File: config.mk
export PLATFORM = sky130hd
export DESIGN_NAME = nmea_checksum_time_extract
export DESIGN_NICKNAME = d
export VERILOG_FILES = /design/src/nct_pkg.sv /design/src/nct_front.sv /design/src/nct_queue.sv /design/src/nct_back.sv /design/src/nmea_checksum_time_extract.sv
export VERILOG_INCLUDE_DIRS = /design/src /design/src/src
export SDC_FILE = /design/constraint.sdc
export NUM_CORES = 1
export LEC_CHECK = 0
export ABC_AREA = 1
export BUFFER_PORTS_ARGS = -buffer_cell sky130_fd_sc_hd__buf_2
export CAP_MARGIN = 20
export CORE_ASPECT_RATIO = 0.8
export CORE_MARGIN = 5
export CORE_UTILIZATION = 30
export CTS_BUF_LIST = sky130_fd_sc_hd__clkbuf_4 sky130_fd_sc_hd__clkbuf_8 sky130_fd_sc_hd__clkbuf_16
export DETAILED_ROUTE_END_ITERATION = 6
export PLACE_DENSITY = 0.52
export SLEW_MARGIN = 5
export SYNTH_ARGS = -nofsm -noshare
export SYNTH_HDL_FRONTEND = slang
export SYNTH_HIERARCHICAL = 1
export SYNTH_SLANG_ARGS = --single-unit
File: constraint.sdc
create_clock -name clk -period 4.52 [get_ports clk]
set_clock_uncertainty 0.15 [all_clocks]
set_input_delay 0.904 -clock clk [delete_from_list [all_inputs] [get_ports clk]]
set_output_delay 0.904 -clock clk [all_outputs]
set_load 0.02 [all_outputs]
File: src/nmea_checksum_time_extract_macros.svh
// assertion helpers for the nmea checksum block
// clk and arst_n are taken from the module that uses them
`ifndef NMEA_CHECKSUM_TIME_EXTRACT_MACROS_SVH
`define NMEA_CHECKSUM_TIME_EXTRACT_MACROS_SVH

`ifndef SYNTHESIS

`define NCT_ASSERT_IMPL(label, cond, prop, msg) \
	label: assert property (@(posedge clk) disable iff (!arst_n) (cond) |-> (prop)) \
		else $error(msg);

`define NCT_ASSERT_NEXT(label, cond, prop, msg) \
	label: assert property (@(posedge clk) disable iff (!arst_n) (cond) |=> (prop)) \
		else $error(msg);

`else

`define NCT_ASSERT_IMPL(label, cond, prop, msg)

`define NCT_ASSERT_NEXT(label, cond, prop, msg)

`endif

`endif

File: src/nct_pkg.sv
package nct_pkg;

	localparam logic [7:0] CH_DOLLAR = 8'h24;
	localparam logic [7:0] CH_STAR   = 8'h2A;
	localparam logic [7:0] CH_ZERO   = 8'h30;
	localparam logic [7:0] CH_NINE   = 8'h39;
	localparam logic [7:0] CH_UP_A   = 8'h41;
	localparam logic [7:0] CH_UP_F   = 8'h46;
	localparam logic [7:0] CH_LO_A   = 8'h61;
	localparam logic [7:0] CH_LO_F   = 8'h66;

	localparam logic [3:0] TIME_FIRST_POS = 4'd7;
	localparam logic [3:0] TIME_LAST_POS  = 4'd12;
	localparam logic [3:0] POS_MAX        = 4'd15;

	localparam logic [6:0] HOURS_PER_DAY  = 7'd24;
	localparam logic [6:0] MAX_MIN_SEC    = 7'd59;
	localparam logic [4:0] HOUR_OFFSET_RST = 5'd8;

	localparam int NCT_QUEUE_DEPTH = 4;

	typedef logic [3:0] digit_t;

	// one finished sentence, handed from the parser to the result stage
	typedef struct packed {
		logic [7:0]       computed_sum;
		logic [7:0]       received_sum;
		digit_t [5:0]     time_digits;
		logic             bad_time;
	} nct_rec_t;

	typedef struct packed {
		logic             digit_error;
		logic [5:0]       second_out;
		logic [5:0]       minute_out;
		logic [4:0]       local_hour;
		logic [7:0]       received_sum;
		logic [7:0]       computed_sum;
		logic             checksum_ok;
	} nct_res_t;

	typedef struct packed {
		logic empty;
		logic full;
	} nct_qstat_t;

	// bit 4 set when the byte is not a hex digit
	function automatic logic [4:0] hex_value(input logic [7:0] c);
		logic [4:0] v;
		v = 5'h10;
		if (c >= CH_ZERO && c <= CH_NINE)
			v = {1'b0, 4'(c - CH_ZERO)};
		else if (c >= CH_UP_A && c <= CH_UP_F)
			v = {1'b0, 4'(c - CH_UP_A + 8'd10)};
		else if (c >= CH_LO_A && c <= CH_LO_F)
			v = {1'b0, 4'(c - CH_LO_A + 8'd10)};
		return v;
	endfunction

	// two decimal digits to a value, tens first
	function automatic logic [6:0] two_digits(input digit_t tens, input digit_t ones);
		return ({3'b000, tens} << 3) + ({3'b000, tens} << 1) + {3'b000, ones};
	endfunction

endpackage

File: src/nct_front.sv
module nct_front (
	input  logic                clk,
	input  logic                arst_n,
	input  logic                s_tvalid,
	output logic                s_tready,
	input  logic [7:0]          s_tdata,
	input  nct_pkg::nct_qstat_t q_stat,
	output logic                push,
	output nct_pkg::nct_rec_t   push_rec
);
	import nct_pkg::*;

	typedef enum logic [3:0] {
		ST_IDLE = 4'b0001,
		ST_BODY = 4'b0010,
		ST_HEX1 = 4'b0100,
		ST_HEX2 = 4'b1000
	} state_t;

	state_t         state_q, state_d;
	logic [3:0]     pos_q;
	logic [7:0]     xor_q;
	digit_t         nib_q;
	digit_t [5:0]   digits_q;
	logic           bad_q;

	logic           accept;
	logic           is_dollar;
	logic           is_star;
	logic           is_digit;
	logic [4:0]     hexv;
	logic           hex_ok;
	logic           in_time;
	logic [2:0]     slot;

	assign s_tready  = !q_stat.full;
	assign accept    = s_tvalid && s_tready;
	assign is_dollar = (s_tdata == CH_DOLLAR);
	assign is_star   = (s_tdata == CH_STAR);
	assign is_digit  = (s_tdata >= CH_ZERO) && (s_tdata <= CH_NINE);
	assign hexv      = hex_value(s_tdata);
	assign hex_ok    = !hexv[4];
	assign in_time   = (pos_q >= TIME_FIRST_POS) && (pos_q <= TIME_LAST_POS);
	assign slot      = 3'(pos_q - TIME_FIRST_POS);

	always_comb begin
		state_d = state_q;
		if (accept) begin
			if (is_dollar) begin
				state_d = ST_BODY;
			end else begin
				unique case (state_q)
					ST_IDLE: state_d = ST_IDLE;
					ST_BODY: state_d = is_star ? ST_HEX1 : ST_BODY;
					ST_HEX1: state_d = hex_ok ? ST_HEX2 : ST_IDLE;
					ST_HEX2: state_d = ST_IDLE;
					default: state_d = ST_IDLE;
				endcase
			end
		end
	end

	// second hex digit closes the sentence
	assign push = accept && !is_dollar && (state_q == ST_HEX2) && hex_ok;

	always_comb begin
		push_rec.computed_sum = xor_q;
		push_rec.received_sum = {nib_q, hexv[3:0]};
		push_rec.time_digits  = digits_q;
		// a short sentence leaves time characters missing
		push_rec.bad_time     = bad_q || (pos_q <= TIME_LAST_POS);
	end

	always_ff @(posedge clk or negedge arst_n) begin
		if (!arst_n) begin
			state_q <= ST_IDLE;
			pos_q   <= '0;
			xor_q   <= '0;
			nib_q   <= '0;
			bad_q   <= 1'b0;
		end else begin
			state_q <= state_d;
			if (accept) begin
				if (is_dollar) begin
					pos_q <= 4'd1;
					xor_q <= '0;
					nib_q <= '0;
					bad_q <= 1'b0;
				end else if (state_q == ST_BODY && !is_star) begin
					xor_q <= xor_q ^ s_tdata;
					if (in_time && !is_digit)
						bad_q <= 1'b1;
					if (pos_q != POS_MAX)
						pos_q <= pos_q + 4'd1;
				end else if (state_q == ST_HEX1 && hex_ok) begin
					nib_q <= hexv[3:0];
				end
			end
		end
	end

	always_ff @(posedge clk) begin
		if (accept) begin
			if (is_dollar) begin
				digits_q <= '0;
			end else if (state_q == ST_BODY && !is_star && in_time) begin
				digits_q[slot] <= is_digit ? 4'(s_tdata - CH_ZERO) : 4'd0;
			end
		end
	end

endmodule

File: src/nct_queue.sv
module nct_queue #(
	parameter int DEPTH = nct_pkg::NCT_QUEUE_DEPTH
) (
	input  logic                clk,
	input  logic                arst_n,
	input  logic                push,
	input  nct_pkg::nct_rec_t   push_rec,
	input  logic                pop,
	output nct_pkg::nct_rec_t   head,
	output nct_pkg::nct_qstat_t q_stat
);
	import nct_pkg::*;

	localparam int AW = $clog2(DEPTH);
	localparam int CW = $clog2(DEPTH + 1);

	nct_rec_t          mem_q [DEPTH];
	logic [AW-1:0]     wr_ptr_q;
	logic [AW-1:0]     rd_ptr_q;
	logic [CW-1:0]     count_q;
	logic              do_push;
	logic              do_pop;

	function automatic logic [AW-1:0] next_ptr(input logic [AW-1:0] p);
		return (p == AW'(DEPTH - 1)) ? '0 : p + 1'b1;
	endfunction

	assign q_stat.empty = (count_q == '0);
	assign q_stat.full  = (count_q == CW'(DEPTH));
	assign do_push      = push && !q_stat.full;
	assign do_pop       = pop && !q_stat.empty;
	assign head         = mem_q[rd_ptr_q];

	always_ff @(posedge clk or negedge arst_n) begin
		if (!arst_n) begin
			wr_ptr_q <= '0;
			rd_ptr_q <= '0;
			count_q  <= '0;
		end else begin
			if (do_push)
				wr_ptr_q <= next_ptr(wr_ptr_q);
			if (do_pop)
				rd_ptr_q <= next_ptr(rd_ptr_q);
			if (do_push && !do_pop)
				count_q <= count_q + 1'b1;
			else if (do_pop && !do_push)
				count_q <= count_q - 1'b1;
		end
	end

	always_ff @(posedge clk) begin
		if (do_push)
			mem_q[wr_ptr_q] <= push_rec;
	end

endmodule

File: src/nct_back.sv
module nct_back (
	input  logic                clk,
	input  logic                arst_n,
	input  nct_pkg::nct_rec_t   head,
	input  nct_pkg::nct_qstat_t q_stat,
	output logic                pop,
	input  logic [4:0]          hour_offset,
	output logic                m_tvalid,
	input  logic                m_tready,
	output nct_pkg::nct_res_t   res
);
	import nct_pkg::*;

	logic [6:0]  hour;
	logic [6:0]  minute;
	logic [6:0]  second;
	logic        err;
	logic [7:0]  hsum;
	logic [7:0]  hwrap;
	nct_res_t    res_d;
	nct_res_t    res_q;
	logic        m_tvalid_q;

	assign hour   = two_digits(head.time_digits[0], head.time_digits[1]);
	assign minute = two_digits(head.time_digits[2], head.time_digits[3]);
	assign second = two_digits(head.time_digits[4], head.time_digits[5]);

	assign err = head.bad_time || (hour >= HOURS_PER_DAY) ||
		(minute > MAX_MIN_SEC) || (second > MAX_MIN_SEC);

	// offset is sign extended; the extra day keeps the sum positive
	assign hsum = {1'b0, hour} + {1'b0, HOURS_PER_DAY} + {{3{hour_offset[4]}}, hour_offset};

	// with a valid hour the sum stays below three days
	always_comb begin
		if (hsum >= {HOURS_PER_DAY, 1'b0})
			hwrap = hsum - {HOURS_PER_DAY, 1'b0};
		else if (hsum >= {1'b0, HOURS_PER_DAY})
			hwrap = hsum - {1'b0, HOURS_PER_DAY};
		else
			hwrap = hsum;
	end

	always_comb begin
		res_d.checksum_ok  = (head.computed_sum == head.received_sum);
		res_d.computed_sum = head.computed_sum;
		res_d.received_sum = head.received_sum;
		res_d.local_hour   = err ? 5'd0 : hwrap[4:0];
		res_d.minute_out   = err ? 6'd0 : minute[5:0];
		res_d.second_out   = err ? 6'd0 : second[5:0];
		res_d.digit_error  = err;
	end

	assign pop      = !q_stat.empty && (!m_tvalid_q || m_tready);
	assign m_tvalid = m_tvalid_q;
	assign res      = res_q;

	always_ff @(posedge clk or negedge arst_n) begin
		if (!arst_n) begin
			m_tvalid_q <= 1'b0;
		end else if (pop) begin
			m_tvalid_q <= 1'b1;
		end else if (m_tready) begin
			m_tvalid_q <= 1'b0;
		end
	end

	always_ff @(posedge clk) begin
		if (pop)
			res_q <= res_d;
	end

endmodule

File: src/nmea_checksum_time_extract.sv
// nmea sentence checksum check with local time extraction
// s_tdata carries one received byte per request; s_tready stays high unless the
// internal queue of finished sentences is full, so one byte per cycle is taken
// m_tdata carries one result per sentence, raised by the second hex digit
// after the star; the edge that takes that byte writes the queue, and m_tvalid
// rises when the result moves into the output register, which waits while full
// throughput is one byte per cycle on the input and one result per cycle on
// the output while m_tready is high, set by the single parse stage and the
// single result stage; cfg_wr_en / cfg_wr_data write the signed hour offset,
// only while idle (a user rule, unenforced); reset clears the parser to outside
// a sentence, empties the queue, drops m_tvalid and sets the hour offset to
// eight; a stalled receiver holds the result in the output register; up to
// QUEUE_DEPTH further sentences are buffered before s_tready drops, and bytes
// that close no sentence are only held back once the queue is full
`include "nmea_checksum_time_extract_macros.svh"

module nmea_checksum_time_extract #(
	parameter int QUEUE_DEPTH = nct_pkg::NCT_QUEUE_DEPTH
) (
	input  logic        clk,
	input  logic        arst_n,
	input  logic        s_tvalid,
	output logic        s_tready,
	input  logic [7:0]  s_tdata,     // char_in
	output logic        m_tvalid,
	input  logic        m_tready,
	// checksum_ok, computed_sum, received_sum, local_hour, minute_out,
	// second_out, digit_error, zero fill
	output logic [39:0] m_tdata,
	input  logic        cfg_wr_en,
	input  logic [4:0]  cfg_wr_data  // hour_offset
);
	import nct_pkg::*;

	logic        push;
	nct_rec_t    push_rec;
	nct_rec_t    head;
	nct_qstat_t  q_stat;
	logic        pop;
	nct_res_t    res;
	logic [4:0]  hour_offset_q;

	always_ff @(posedge clk or negedge arst_n) begin
		if (!arst_n) begin
			hour_offset_q <= HOUR_OFFSET_RST;
		end else if (cfg_wr_en) begin
			hour_offset_q <= cfg_wr_data;
		end
	end

	nct_front u_front (
		.clk      (clk),
		.arst_n   (arst_n),
		.s_tvalid (s_tvalid),
		.s_tready (s_tready),
		.s_tdata  (s_tdata),
		.q_stat   (q_stat),
		.push     (push),
		.push_rec (push_rec)
	);

	nct_queue #(
		.DEPTH (QUEUE_DEPTH)
	) u_queue (
		.clk      (clk),
		.arst_n   (arst_n),
		.push     (push),
		.push_rec (push_rec),
		.pop      (pop),
		.head     (head),
		.q_stat   (q_stat)
	);

	nct_back u_back (
		.clk         (clk),
		.arst_n      (arst_n),
		.head        (head),
		.q_stat      (q_stat),
		.pop         (pop),
		.hour_offset (hour_offset_q),
		.m_tvalid    (m_tvalid),
		.m_tready    (m_tready),
		.res         (res)
	);

	assign m_tdata = {5'b00000, res};

	`NCT_ASSERT_IMPL(a_err_zero_time, m_tvalid && res.digit_error,
		res.local_hour == 5'd0 && res.minute_out == 6'd0 && res.second_out == 6'd0,
		"time fields not cleared on digit error")

	`NCT_ASSERT_IMPL(a_time_range, m_tvalid && !res.digit_error,
		res.local_hour < 5'd24 && res.minute_out < 6'd60 && res.second_out < 6'd60,
		"time field out of range without digit error")

	`NCT_ASSERT_IMPL(a_sum_match, m_tvalid,
		res.checksum_ok == (res.computed_sum == res.received_sum),
		"checksum flag disagrees with the sums")

	`NCT_ASSERT_NEXT(a_queue_drain, !q_stat.empty && (!m_tvalid || m_tready),
		m_tvalid,
		"queued sentence not moved to the output register")

endmodule

---- Word-level counts from Yosys, hierarchy flattened ----
Memories as Yosys holds them, arrays and structs flattened.
Index checks and enable logic that the tools add are counted.
cells by class
  add/subtract/negate cells ............... 21
  multiply operators ...................... 0
  divide/modulo/power cells ............... 0
  $lt $le $gt $ge ......................... 15
  eq/ne operators ......................... 11
  shift-type cells ........................ 0
  muxes and demuxes ....................... 33
  bitwise gates (word level) .............. 1
  reduce and logical (&&, ||, !) cells .... 45
operators with widths
  operator                                                                          number
  4-bit two-way mux                                                                 10
  5-bit two-way mux                                                                 5
  24-bit bitwise mux                                                                1
  24-bit two-way mux                                                                1
  7-bit by 4-bit adder with 7-bit output                                            3
  7-bit by 5-bit adder with 7-bit output                                            3
  1-bit logical AND                                                                 18
  8-bit by 6-bit equality test with 1-bit output, second input constant             2
  8-bit by 6-bit >= comparator with 1-bit output, second input constant             2
  8-bit by 7-bit >= comparator with 1-bit output, second input constant             2
  8-bit by 7-bit less-or-equal comparator with 1-bit output, second input constant  2
  8-bit two-way mux                                                                 2
  7-bit by 6-bit greater-than comparator with 1-bit output, second input constant   2
  2-bit nonzero test                                                                7
  4-bit demux with 3-bit select                                                     1
  4-bit by 1-bit subtractor with 4-bit output, second input constant                3
  5-bit subtractor, second input constant                                           2
  1-bit zero test                                                                   9
  3-bit two-way mux                                                                 3
  3-bit AND reduction                                                               3
  4-bit adder, second input constant                                                2
  7-bit by 5-bit adder with 8-bit output, second input constant                     1
  8-bit adder                                                                       1
  8-bit equality test                                                               1
  other kinds (26)                                                                  40
storage, ports and cells
  register bits after elaboration ......... 93
  latch bits .............................. 0
  memory bits (writable) .................. 164
  memory bits (read-only) ................. 0
  input port bits ......................... 18
  output and inout bits ................... 42
  word-level logic and storage cells ...... 150
  memories kept ........................... 1
memory list
  name           depth  width  read ports  clocked after memory_dff  wr ports  line             source
  u_queue.mem_q  4      41     1           0                         1         nct_queue.sv:17  nct_rec_t mem_q [DEPTH];

---- Logic depth before layout (Yosys ltp) ----
  depth in word-level cells ............... 12
  gate-level depth with buffers ........... 26
  mapped depth without buffers ............ 25

---- Modules after synthesis ----
Netlist, hierarchy kept.
by module, submodules not included
  module                      times used  cells each  area each (um^2)  seq. area each (um^2)
  nct_queue                   1           539         7500.9            5099.9
  nct_back                    1           256         2519.9            1076.0
  nct_front                   1           268         2417.3            1247.4
  nmea_checksum_time_extract  1           27          227.7             126.4

---- Worst setup path before layout ----
No wires, ideal clock.
  path type ............................... input port to flip-flop
  start ................................... input port m_tready
  end ..................................... register u_queue.count_q[1]
  setup time .............................. 0.126 ns
  arrival ................................. 3.946 ns
  required time ........................... 4.244 ns
  slack ................................... 0.298 ns
  cell stages on the path ................. 8
  path buffers ............................ 0
  path through ............................ inv_1 -> a21oi_1 -> nand2_1 -> ha_1 -> inv_1 -> fa_1 -> nand2_1 -> o21ai_0
on the way
  cells in the longest elaborated chain, start to end .. 6
  elaborated cells between the ends (all ways) .. 8
  those cells by class .................... 1 x mux; 7 x reduce/logical
ends and longest elaborated chain
  element                                                  line                              source
  from (decl)                                              nmea_checksum_time_extract.sv:26  input logic m_tready,
  1-bit logical OR *                                       nct_back.sv:54                    assign pop = !q_stat.empty && (!m_tvalid_q || m_tready);
  1-bit logical AND *                                      nct_back.sv:54
  via pop                                                  nmea_checksum_time_extract.sv:39  logic pop;
  1-bit logical AND *                                      nct_queue.sv:31                   assign do_pop = pop && !q_stat.empty;
  1-bit zero test                                          nct_queue.sv:44                   if (do_push && !do_pop)
  1-bit logical AND                                        nct_queue.sv:44
  3-bit two-way mux or 2-bit nonzero test (tied branches)  n/a
  to (signal assigned)                                     nct_queue.sv:45                   count_q <= count_q + 1'b1;
  to (signal assigned)                                     nct_queue.sv:47                   count_q <= count_q - 1'b1;
  to (decl)                                                nct_queue.sv:20                   logic [CW-1:0] count_q;
Mark *: on every way through the listed nets, which the timed path passes. The rest lies on a longest branch.
A chain may end at the register's enable or synchronous reset.

==> run summary <==
Area grow syn2layout: 14.8%
Yosys top cell area share: 0.529
First-pass GRT wire length: 43300 um
# H-tree levels: 1
Port bufs: 54
Vias in the first global route: 7653
Max stage delay on crit path: 0.57 ns
Row count: 67
FF+latch count, synth: 257
Hold Buf Count CTS: 0
Crit share post-route: 0.947
Maxcap violations: 0
Critical path class: reg2reg
Async S/R FF share, synth: 0.132
Cell count after synthesis: 1090
Critical Path Source Type: register
Area of the die: 46500 um^2
Register area share after synthesis: 0.596
Initial DRC count: 453
Wire length per cell: 15.4 um
Layout cells sized above 1: 0.239
Final hold vios: 0
Clk root buf: clkbuf_16
DRC: 0
CP max-delay cell: fa_1
Worst R2R Setup Slack: 0.24 ns
Final setup vio count: 0
Most frequent CP cell: nand2_1
Die width: 240 um
I/O pin total: 60
Number of enable flip-flop cells after synthesis: 223
Ant diodes: 0
Post-Syn Area: 12700 um^2
Core ar.: 41800 um^2
Crit path arrival time: 4.43 ns
CTS clk-pin slew, worst paths: 0.06 ns
Clk sinks: 257
Clock buffer depth: 3
WP buf/inv: 6
Rel. slew slack: 0.389
Synth Warn #: 6
Setup slack after layout: 0.241 ns
Fin nets: 1241
Post-place setup slack: 0.176 ns
Slew Limit Fails: 0
Pleak: 0.00598 uW
Synth cell count leaders: 229 x nand2_1, 223 x edfxtp_1, 166 x inv_1, 60 x o211ai_2, 47 x ha_1
Synth top area cells: edfxtp_1 53%, nand2_1 6.8%, dfrtp_1 6.3%
Required time of the worst setup path: 4.67 ns
Worst path top cell family by delay: adder cells
CTS tree: yes
Syn Area/Cell: 11.6 um^2
Most frequent cell after synthesis: nand2_1
GP Congestion: 0.750
Gr usage total: 0.115
HPWL reported at the end of detailed placement: 17200 um
P per Cell Area: 780 nW/um^2
Hold Path Class: reg2reg
Synth area leader: edfxtp_1
Starting Density: 0.303
Final ANT Viol Nets: 0
Unique masters post-synth: 38
Run status: finished clean
Cts bufs inserted: 28
Actual slew at the worst max-slew pin: 0.917 ns
Finished Layout Cells: 1742
Antenna violations before repair: 0
Peak VDD IR: 0.500 mV
WL final: 26700 um
Vias: 7610
Placed insts: 1676
Vias per std cell: 4.37
Worst-skew pair later-pin latency: 0.54 ns
CP endpoint kind: register
F_max: 234 MHz
Die H: 194 um
Top FF cell, synth: edfxtp_1
Period minus WS final: 4.28 ns
DRT Pass-1 Iters: 4
Remaining Overflow, GRT: 0
Crit Path Max Fanout: 6
Pin count of the biggest net entering global routing: 50
[per-stage QoR]
stage | total power (uW) | cell area, um^2 | hold slack [ns] | utilization | setup TNS [ns]
floorplan | 7670 | 12700 | 0.292 | - | 0
global placement | 8610 | 13400 | 0.303 | 0.321 | 0
detailed placement | 8730 | 13400 | 0.308 | 0.321 | 0
CTS | 11200 | 14400 | 0.317 | 0.344 | 0
global route | 12400 | 14500 | 0.341 | 0.347 | -0.114
finish | 11300 | 14500 | 0.311 | 0.347 | 0
[layout make-up]
| type | count | area [um^2] |
|---|---|---|
| clock buffer | 35 | 771 |
| clock inverter | 17 | 193 |
| fill | 4075 | 27300 |
| inverter | 173 | 663 |
| multi-input combinational | 626 | 4130 |
| sequential | 257 | 7550 |
| tap | 552 | 691 |
| timing repair buffer | 82 | 534 |
[registers in the layout (all words and copies together) (netlist names)]
signal and cells:
hour_offset_q 5, u_back/res 35, u_queue/rd_ptr_q 2, u_front/push_rec 24, u_front/xor_q 8, u_queue/mem_q 164
u_front/bad_q 1, u_queue/wr_ptr_q 2, u_front/nib_q 4, u_back/m_tvalid 1, u_front/state_q 4, u_queue/count_q 3
u_front/pos_q 4
[metal layers]
layer  up-vias  track usage  wire (um)
li1       3834            -          -
met5         -            0          0
met2       109        0.183      12100
met1      3630        0.165      13100
met4         0       0.0308        707
met3        37       0.0172        869
[worst paths after layout]
path,startpoint,to,cells after the start
max,u_queue/rd_ptr_q[0]$_DFFE_PN0P_,u_back/res[20]$_SDFFCE_PP0P_,25
min,hour_offset_q[3]$_DFFE_PN1P_,hour_offset_q[3]$_DFFE_PN1P_,2
max reg2reg,u_queue/rd_ptr_q[0]$_DFFE_PN0P_,u_back/res[20]$_SDFFCE_PP0P_,25
min reg2reg,hour_offset_q[3]$_DFFE_PN1P_,hour_offset_q[3]$_DFFE_PN1P_,2
max in group asynchronous,arst_n,u_queue/rd_ptr_q[0]$_DFFE_PN0P_,1
min in group asynchronous,arst_n,u_front/xor_q[7]$_DFFE_PN0P_,1
[cells by family after synthesis]
group                      count (synthesis)  synth area share
buffers and inverters                    211            0.0841
AOI/OAI and AO/OA                        158             0.103
and+or+nand+nor                          387             0.140
other                                      1          0.000296
xor gates and xnor gates                  21            0.0166
DFF                                      257             0.596
adders and majority gates                 55            0.0591
[worst min-delay path: stages (launching register included)]
cell and delay, ns:
dfstp_2 0.37, nand2_1 0.05, nand2_1 0.04
[cell usage in the layout, fill, tap and decap left out, types with 2 or more instances in the layout]
cell,Yosys,routed
nand2_2,45,46
clkbuf_16,0,29
buf_4,9,23
nor2_4,3,7
edfxtp_1,223,223
or2_2,3,3
buf_2,13,54
xor2_1,9,9
nand2_1,229,228
inv_1,166,165
clkbuf_4,0,6
dfrtp_1,32,30
bufinv_16,0,4
nand4_1,6,6
a21oi_2,1,3
clkinv_4,0,2
nor2_1,35,31
conb_1,1,5
ha_1,47,46
nand3_1,34,34
inv_2,6,7
o21ai_0,36,35
nor2_2,13,13
nand3b_1,7,7
buf_12,11,4
nor3_4,3,3
xnor2_1,10,10
dfstp_2,2,2
o211ai_1,26,26
o211ai_2,60,60
clkinv_2,0,7
nor3_1,6,5
a21oi_1,30,27
clkinv_1,0,3
fa_1,8,8
o21ai_1,5,5
[where the power goes]
part	leakage, uW	total (uW)	internal (uW)	switching (uW)
registers	0.00246	2990	2870	122
clock network	0.000486	2370	1440	933
logic	0.00303	5980	2220	3760
[repair_timing]
action	4_1_cts	5_1_grt
buffers inserted	0	14
setup endpoints to repair	0	4
resized for setup	0	8
No activity file was read; power rests on OpenSTA's default activity.
